**config.mk**
```make
export PLATFORM = sky130hd
export DESIGN_NAME = resampler_block_size_top
export DESIGN_NICKNAME = d
export VERILOG_FILES = /design/src/rtl/rbs_pkg.sv /design/src/rtl/resampler_block_size_top.sv
export SDC_FILE = /design/constraint.sdc
export NUM_CORES = 1
export LEC_CHECK = 0
export ABC_AREA = 1
export BUFFER_PORTS_ARGS = -buffer_cell sky130_fd_sc_hd__buf_2
export CAP_MARGIN = 20
export CORE_MARGIN = 2
export CORE_UTILIZATION = 30
export CTS_BUF_LIST = sky130_fd_sc_hd__clkbuf_2
export CTS_CLUSTER_SIZE = 24
export DETAILED_ROUTE_END_ITERATION = 16
export PLACE_DENSITY = 0.51
export SYNTH_ARGS = -nofsm -noshare
export SYNTH_HDL_FRONTEND = slang
export SYNTH_SLANG_ARGS = --single-unit
```
**constraint.sdc**
```tcl
create_clock -name clk_i -period 13.47 [get_ports clk_i]
set_clock_uncertainty 0.15 [all_clocks]
set_input_delay 1.347 -clock clk_i [delete_from_list [all_inputs] [get_ports clk_i]]
set_output_delay 1.347 -clock clk_i [all_outputs]
set_load 0.05 [all_outputs]
```
**src/rtl/rbs_pkg.sv**
```systemverilog
// Shared widths, reset values and register indexes for the resampler block size unit.
package rbs_pkg;

  localparam int unsigned RateBits = 24;
  localparam int unsigned SizeBits = 13;
  localparam int unsigned ProdBits = RateBits + SizeBits;
  localparam int unsigned DivBits  = ProdBits;
  localparam int unsigned SumBits  = ProdBits + 1;
  localparam int unsigned OutBits  = 24;
  localparam int unsigned CntBits  = $clog2(DivBits + 1);

  localparam logic [RateBits-1:0] BaseRateReset = RateBits'(48000);
  localparam logic [SizeBits-1:0] BaseSizeReset = SizeBits'(64);
  localparam logic [OutBits-1:0]  OutMax        = {OutBits{1'b1}};

  localparam logic CfgBaseRate = 1'b0;
  localparam logic CfgBaseSize = 1'b1;

  typedef logic [RateBits-1:0] rate_t;

endpackage

```
**src/rtl/resampler_block_size_top.sv**
```systemverilog
// Block size from sample rate: scaled size rounded up to the polyphase factor.
//
//   channel  | signals                                   | dir
//   ---------+-------------------------------------------+-----
//   input    | in_valid_i, in_ready_o, sample_rate_i     | in
//   result   | out_valid_o, out_ready_i, block_size_o    | out
//   config   | cfg_we_i, cfg_idx_i, cfg_data_i           | in
//
// One shift-subtract divider, one quotient or remainder bit per cycle, does all work:
// scaled size (37 steps), each Euclid remainder (24 steps plus 1), factor (24 steps) and
// rounding remainder (37 steps). Reset is asynchronous, active low, and restores
// base rate 48000 and base size 64. Input is taken only while the unit is idle; a result
// waits in the output register and a second finished result holds the unit until it leaves.
module resampler_block_size_top (
  input  logic                          clk_i,
  input  logic                          rst_ni,
  input  logic                          in_valid_i,
  output logic                          in_ready_o,
  input  logic [rbs_pkg::RateBits-1:0]  sample_rate_i,
  output logic                          out_valid_o,
  input  logic                          out_ready_i,
  output logic [rbs_pkg::OutBits-1:0]   block_size_o,
  input  logic                          cfg_we_i,
  input  logic                          cfg_idx_i,
  input  logic [rbs_pkg::RateBits-1:0]  cfg_data_i
);

  localparam int unsigned RW = rbs_pkg::RateBits;
  localparam int unsigned DW = rbs_pkg::DivBits;
  localparam int unsigned CW = rbs_pkg::CntBits;
  localparam int unsigned PadW = DW - RW;

  localparam logic [2:0] SIdle = 3'd0;
  localparam logic [2:0] SMul  = 3'd1;
  localparam logic [2:0] SNat  = 3'd2;
  localparam logic [2:0] SGcd  = 3'd3;
  localparam logic [2:0] SGdiv = 3'd4;
  localparam logic [2:0] SMdiv = 3'd5;
  localparam logic [2:0] SRdiv = 3'd6;
  localparam logic [2:0] SOut  = 3'd7;

  logic [2:0] state_q, state_d;
  rbs_pkg::rate_t dsp_rate_q;
  logic [rbs_pkg::SizeBits-1:0] dsp_size_q;
  rbs_pkg::rate_t rate_q, rate_d;
  rbs_pkg::rate_t a_q, a_d, b_q, b_d, m_q, m_d;
  logic [DW-1:0] nat_q, nat_d;
  logic [DW-1:0] num_q, num_d;
  rbs_pkg::rate_t rem_q, rem_d, den_q, den_d;
  logic [CW-1:0] cnt_q, cnt_d;
  logic [rbs_pkg::OutBits-1:0] res_q, res_d;
  logic out_valid_q, out_valid_d;
  logic [rbs_pkg::OutBits-1:0] out_q, out_d;
  // marks that the rounded sum still has to be formed before the result leaves
  logic res_pending_q, res_pending_d;

  // divider step
  logic [RW:0] trial, diff;
  logic ge, last;
  rbs_pkg::rate_t rem_next;
  logic [DW-1:0] num_next;
  logic [rbs_pkg::ProdBits-1:0] prod;
  logic [rbs_pkg::SumBits-1:0] sum;

  function automatic logic [rbs_pkg::OutBits-1:0] sat(input logic [rbs_pkg::SumBits-1:0] v);
    if (v > rbs_pkg::SumBits'(rbs_pkg::OutMax)) begin
      sat = rbs_pkg::OutMax;
    end else begin
      sat = v[rbs_pkg::OutBits-1:0];
    end
  endfunction

  assign trial    = {rem_q, num_q[DW-1]};
  assign diff     = trial - {1'b0, den_q};
  assign ge       = (trial >= {1'b0, den_q});
  assign rem_next = ge ? diff[RW-1:0] : trial[RW-1:0];
  assign num_next = {num_q[DW-2:0], ge};
  assign last     = (cnt_q == CW'(1));
  assign prod     = dsp_size_q * rate_q;
  assign sum      = (rem_q == '0) ? {1'b0, nat_q}
                                  : {1'b0, nat_q} + rbs_pkg::SumBits'(m_q - rem_q);

  always_comb begin
    state_d     = state_q;
    rate_d      = rate_q;
    a_d         = a_q;
    b_d         = b_q;
    m_d         = m_q;
    nat_d       = nat_q;
    num_d       = num_q;
    rem_d       = rem_q;
    den_d       = den_q;
    cnt_d       = cnt_q;
    res_d       = res_q;
    out_valid_d = out_valid_q;
    out_d       = out_q;

    if (out_valid_q && out_ready_i) begin
      out_valid_d = 1'b0;
    end

    case (state_q)
      SIdle: begin
        if (in_valid_i) begin
          rate_d  = sample_rate_i;
          state_d = SMul;
        end
      end
      SMul: begin
        a_d = rate_q;
        b_d = dsp_rate_q;
        if (dsp_rate_q == '0) begin
          nat_d   = '0;
          state_d = SGcd;
        end else begin
          num_d   = prod;
          den_d   = dsp_rate_q;
          rem_d   = '0;
          cnt_d   = CW'(DW);
          state_d = SNat;
        end
      end
      SNat: begin
        num_d = num_next;
        rem_d = rem_next;
        cnt_d = cnt_q - CW'(1);
        if (last) begin
          nat_d   = num_next;
          state_d = SGcd;
        end
      end
      SGcd: begin
        rem_d = '0;
        cnt_d = CW'(RW);
        if (b_q == '0) begin
          if (a_q == '0) begin
            // zero factor: keep the scaled size
            res_d   = sat({1'b0, nat_q});
            state_d = SOut;
          end else begin
            num_d   = {rate_q, {PadW{1'b0}}};
            den_d   = a_q;
            state_d = SMdiv;
          end
        end else begin
          num_d   = {a_q, {PadW{1'b0}}};
          den_d   = b_q;
          state_d = SGdiv;
        end
      end
      SGdiv: begin
        num_d = num_next;
        rem_d = rem_next;
        cnt_d = cnt_q - CW'(1);
        if (last) begin
          a_d     = b_q;
          b_d     = rem_next;
          state_d = SGcd;
        end
      end
      SMdiv: begin
        num_d = num_next;
        rem_d = rem_next;
        cnt_d = cnt_q - CW'(1);
        if (last) begin
          if (num_next[RW-1:0] <= rbs_pkg::RateBits'(1)) begin
            res_d   = sat({1'b0, nat_q});
            state_d = SOut;
          end else begin
            m_d     = num_next[RW-1:0];
            num_d   = nat_q;
            den_d   = num_next[RW-1:0];
            rem_d   = '0;
            cnt_d   = CW'(DW);
            state_d = SRdiv;
          end
        end
      end
      SRdiv: begin
        num_d = num_next;
        rem_d = rem_next;
        cnt_d = cnt_q - CW'(1);
        if (last) begin
          state_d = SOut;
          cnt_d   = '0;
        end
      end
      SOut: begin
        if (!out_valid_q || out_ready_i) begin
          out_valid_d = 1'b1;
          out_d       = res_q;
          state_d     = SIdle;
        end
      end
      default: begin
        state_d = SIdle;
      end
    endcase

    // form the rounded size in the cycle after the last divide step, then hold in SOut
    if (state_q == SOut && res_pending_q) begin
      res_d       = sat(sum);
      out_valid_d = out_valid_q && !out_ready_i;
      out_d       = out_q;
      state_d     = SOut;
    end
  end

  always_comb begin
    res_pending_d = res_pending_q;
    if (state_q == SRdiv && last) begin
      res_pending_d = 1'b1;
    end else if (state_q == SOut) begin
      res_pending_d = 1'b0;
    end
  end

  always_ff @(posedge clk_i or negedge rst_ni) begin
    if (!rst_ni) begin
      state_q       <= SIdle;
      out_valid_q   <= 1'b0;
      res_pending_q <= 1'b0;
      cnt_q         <= '0;
      dsp_rate_q    <= rbs_pkg::BaseRateReset;
      dsp_size_q    <= rbs_pkg::BaseSizeReset;
    end else begin
      state_q       <= state_d;
      out_valid_q   <= out_valid_d;
      res_pending_q <= res_pending_d;
      cnt_q         <= cnt_d;
      if (cfg_we_i) begin
        case (cfg_idx_i)
          rbs_pkg::CfgBaseRate: dsp_rate_q <= cfg_data_i;
          rbs_pkg::CfgBaseSize: dsp_size_q <= cfg_data_i[rbs_pkg::SizeBits-1:0];
          default: ;
        endcase
      end
    end
  end

  always_ff @(posedge clk_i) begin
    rate_q <= rate_d;
    a_q    <= a_d;
    b_q    <= b_d;
    m_q    <= m_d;
    nat_q  <= nat_d;
    num_q  <= num_d;
    rem_q  <= rem_d;
    den_q  <= den_d;
    res_q  <= res_d;
    out_q  <= out_d;
  end

  assign in_ready_o   = (state_q == SIdle);
  assign out_valid_o  = out_valid_q;
  assign block_size_o = out_q;

endmodule
```
; ---- Word-level counts from Yosys, hierarchy flattened
; Cells that the tools add are included.
[word_totals]
regBits = 314
input_bits = 54
out_inout_bits = 26
wordCells = 140
[op_classes]
addsub = 4
multipliers = 1
order_cmp = 4
n_eq_ne = 23
mux = 55
n_bitwise = 3
n_reduce_logical = 34
[ops]
columns = op, n
row1 = two-way mux 24 bit, 18
row2 = two-way mux 37 bit, 7
row3 = case mux 37 bit (4 select lines), 1
row4 = case mux 24 bit (2 select lines), 3
row5 = logical NOT 24 bit, 4
row6 = case mux 24 bit (4 select lines), 1
row7 = case mux 37 bit (2 select lines), 1
row8 = case mux 24 bit (3 select lines), 1
row9 = adder 37 x 38 -> 38 bit, 1
row10 = "greater-than comparator 38 x 24 -> 1 bit, second input constant", 1
row11 = two-way mux 38 bit, 1
row12 = "greater-than comparator 37 x 24 -> 1 bit, second input constant", 1
row13 = multiplier 13 x 24 -> 37 bit, 1
row14 = case mux 6 bit (5 select lines), 1
row15 = >= comparator 25 x 24 -> 1 bit, 1
row16 = subtractor 24 x 24 -> 25 bit, 1
row17 = "less-or-equal comparator 24 x 1 -> 1 bit, second input constant", 1
row18 = two-way mux 6 bit, 4
row19 = subtractor 24 bit, 1
row20 = two-way mux 3 bit, 7
row21 = case mux 3 bit (7 select lines), 1
row22 = "inequality test 3 bit, second input constant", 6
row23 = AND reduction 5 bit, 3
row24 = "== test 3 bit, second input constant", 4
row25 = 22 further kinds, 53

; ---- Longest topological paths before layout
[logic_depth]
word_depth = 6
ltp_mapped = 32
mapped_depth_nobuf = 31

; ---- Worst setup path before layout
; Ideal clock, no wire load.
[synth_path]
kind = register to register
startpoint = register dsp_size_q[6] (netlist name)
endpoint = register num_q[25], data pin
setup_ns = 0.260
t_arrival_ns = 5.195
required_ns = 13.060
path_slack_ns = 7.865
stages_incl_launch_ff = 26
n_path_buf = 2
period_less_slack_ns = 5.605
cell_sequence = dfstp_2 clkbuf_1 clkbuf_1 nand2_1 fa_1 fa_1 inv_1 fa_1 inv_1 fa_1 inv_1 fa_1 ha_1 a21oi_1 o21ai_0 o21bai_1 a21oi_1 inv_1 nand2_1 nand2_1 nand2_1 inv_1 o21bai_1 nand2_1 nand2_1 nand2_1
[synth_via]
elab_chain_len = 3
[synth_rtl]
columns = element, line
row1 = "start, declared", resampler_block_size_top.sv:44  ; logic [rbs_pkg::SizeBits-1:0] dsp_size_q;
row2 = "start signal, assigned", resampler_block_size_top.sv:225  ; dsp_size_q <= rbs_pkg::BaseSizeReset;
row3 = "start signal, assigned", resampler_block_size_top.sv:234  ; rbs_pkg::CfgBaseSize: dsp_size_q <= cfg_data_i[rbs_pkg::SizeBits-1:0];
row4 = multiplier 13 x 24 -> 37 bit, resampler_block_size_top.sv:79  ; assign prod = dsp_size_q * rate_q;
row5 = two-way mux 37 bit, resampler_block_size_top.sv:112  ; if (dsp_rate_q == '0) begin
row6 = case mux 37 bit (4 select lines), resampler_block_size_top.sv:102  ; case (state_q)
row7 = via num_d[25], resampler_block_size_top.sv:48  ; logic [DW-1:0] num_q, num_d;
row8 = "end signal, assigned", resampler_block_size_top.sv:247  ; num_q <= num_d;
row9 = "end, declared", resampler_block_size_top.sv:48
; The timed path passes the listed nets, and every way through them passes these cells. The select of a mux whose other input is x is not followed.
; A chain may end at the register's enable or synchronous reset.

; ---- Final worst setup path
[layout_path]
startpoint = register dsp_size_q[5] (netlist name)
endpoint = register num_q[22], data pin
; Same word-level chain as after synthesis.

==> flow_summary.toml <==
[logic_synthesis]
syn_area_mm2 = 0.02967
yosys_warnings = 0
synth_nets = 4210
ys.flop_type = "edfxtp_1"
synth_cell_types = 53
avgSynthCellArea_um2 = 7.932
ys_ff_latch = 314
synth_top_area_cell = "edfxtp_1"
synth.yosys.seq_area_share = 0.3100
synth_edf_count = 266
synth_top_area_frac = 0.2692
async_reset_ff_frac = 0.1529
synthesis.instances = 3741
synth_top_cells_by_area = "edfxtp_1, fa_1, nand2_1"
synth_common_cells = "nand2_1, inv_1, edfxtp_1"
yosys.cell_count.top_type = "nand2_1"

[worst_setup_path]
critPathTopFamily = "adder cells"
crit_top_cell = "fa_1"
cp.required_ns = 14.20
crit_path_start = "dsp_size_q[5]"
crit_cells = 17
r2r_cells = 17
cp-start-kind = "flip-flop"
setup.worst_path.class = "flip-flop to flip-flop"
endpoint_kind = "flip-flop"
worstPathArrival_ns = 7.31
endpoint = "num_q[22]"
critPathBufInv = 2
reg2reg_setup_slack_ns = 6.89
critPathMaxFanout = 25
slowest_delay_ns = 1.10
r2r-end = "num_q[22]"
path_cells = "nand2_1 > fa_1 > fa_1 > inv_1 > fa_1 > fa_1 > fa_1 > ha_1 > nand2_1 > nor2_1 > nand4_1 > o21ai_0 > inv_1 > o21bai_1 > xor2_1 > nand2_1 > o2111ai_1"
crit_slowest_cell = "dfrtp_1"
r2r-start = "dsp_size_q[5]"

[die]
row_count = 115
die_h_um = 318.5
core_area_mm2 = 0.09828
initial_core_util = 0.3019
io_pins = 80
die_area_mm2 = 0.1014
die_w_um = 318.5

[hold_path]
min-delay-start = "sample_rate_i[14]"
hp-class = "input pin to flip-flop"

[drt]
dr.pass1.iters = 6
wl_um = 101000
drt-initial-drc-count = 2095
drc = 0
via_per_inst = 4.834
postRouteAntennaNets = 0
wl_per_cell_um = 19.54
vias = 24980

[cts]
clk_latency_ns = 1.21
cts_buffers = 89
htreeDepth = 3
cts_resized = 0
cts.clk_slew.worst_paths_ns = 0.11
clock-root-buffer = "clkbuf_2"
cts.sinks = 314
clockBufferDepth = 3
cts_tree = "done"

[timing]
fin_crit_sh = 0.4884
tightest_slew_ns = 1.142
fin_crit_ns = 6.578
setup_slack_ns = 6.892
finalHoldViolCount = 0
holdWs_ns = 0.1858
rsz0062_at_grt = "no"
setup_viol = 0
timing.fmax_ghz = 0.1520
drv_slew = 0
tns_ns = 0
relSlewSlack = 0.2384

[global_routing]
antenna_found_initial = 4
overflow = 0
grt_pass1_vias = 24660
grt_max_degree = 98
grt_pass1_wl_um = 152400
grt_util_all_layers = 0.1978

[status]
status = "completed"

[placed_design]
place_congestion = 0.9101
dp_hpwl_um = 79960
portBuffers = 79
post-place-ws_ns = 7.048

[cells_and_area]
final_nets = 4273
multi_input_area_mm2 = 0.01699
drive_gt1_frac = 0.08617
area_growth_syn_to_layout_pct = 8.838
ff_latch_area_mm2 = 0.009199
fillerInstances = 10650

[flow_run]
maxCapViolCount = 0
[cells in the final DEF (no fill, tap or decap), drive strengths merged, types with 13 or more instances in the layout]
| master | Yosys | final |
|---|---|---|
| buf | 21 | 104 |
| nand2 | 985 | 985 |
| a221o | 18 | 18 |
| a21oi | 172 | 172 |
| ha | 170 | 170 |
| o21bai | 17 | 17 |
| inv | 798 | 801 |
| dfrtp | 40 | 40 |
| edfxtp | 266 | 266 |
| fa | 245 | 245 |
| nand3 | 75 | 75 |
| nor4 | 15 | 15 |
| xnor2 | 40 | 40 |
| clkinv | 1 | 21 |
| a221oi | 13 | 13 |
| clkbuf | 112 | 137 |
| a31oi | 14 | 14 |
| nor3 | 24 | 24 |
| o21ai | 219 | 219 |
| o22ai | 24 | 24 |
| xor2 | 43 | 43 |
| nor2 | 265 | 265 |
| nand4 | 72 | 72 |
[per-layer routing]
| metal | wire [µm] | GRT usage | up-vias | part of all wire |
|---|---|---|---|---|
| met4 | 2867 | 0.06235 | 2 | 0.028 |
| met3 | 5854 | 0.02690 | 131 | 0.058 |
| li1 | - | - | 12030 | - |
| met2 | 47860 | 0.3282 | 759 | 0.47 |
| met1 | 44390 | 0.2664 | 12060 | 0.44 |
| met5 | 13 | 0 | - | 0.00013 |
[worst min-delay path by stage]
stage | endpoint | slack [ns] | depth (start not counted)
finish | rate_q[14] | 0.19 | 1
floorplan | block_size_o[0] | 0.25 | 0
global route | rate_q[14] | 0.09 | 1
global placement | block_size_o[6] | 0.25 | 0
detailed placement | block_size_o[6] | 0.26 | 0
CTS | rate_q[14] | 0.04 | 1
[flip-flops by register name, summed over array words and instances (netlist names), 13 cells and up]
signal and count:
nat_q 37, num_q 37, block_size_o 24, dsp_size_q 13
den_q 24, rem_q 24, rate_q 24, a_q 24
dsp_rate_q 24, b_q 24, m_q 24, res_q 24
[cells by family (layout without fill, tap and decap cells)]
| logic type | after synthesis | after routing | synth area share |
|---|---|---|---|
| compound gates | 541 | 541 | 0.1055 |
| xor+xnor | 83 | 83 | 0.02450 |
| fa+ha+maj | 415 | 415 | 0.2370 |
| buf+inv | 932 | 1067 | 0.1201 |
| flops | 314 | 314 | 0.3100 |
| mux | 9 | 9 | 0.003416 |
| other cells | 0 | 5 | 0 |
| simple gates | 1447 | 1447 | 0.1995 |
[cell type report]
cell class	instances	area share
Multi-Input combinational cell	2495	0.5261
Clock buffer	137	0.02123
Timing Repair Buffer	105	0.02046
Antenna cell	5	0.0003874
Sequential cell	314	0.2848
Clock inverter	26	0.004262
Tap cell	1287	0.04986
Inverter	799	0.09287
[stage by stage]
| step | utilization | cells | instance area [µm²] |
|---|---|---|---|
| after global placement | 0.3190 | 4995 | 31350 |
| final | 0.3286 | 5168 | 32290 |
| after global routing | 0.3286 | 5168 | 32290 |
| after detailed placement | 0.3197 | 4998 | 31420 |
| after CTS | 0.3282 | 5162 | 32250 |
| after floorplan | - | 3741 | 29670 |
[timing repair]
action | in CTS | in global routing
endpoints found under the hold margin | 1 | 0
buffers inserted | 0 | 0
endpoints found under the setup margin | 0 | 0
hold buffers | 1 | 0
Power is not shown: default switching activity piles up to over one toggle a cycle in this logic, so the estimate is an artifact.
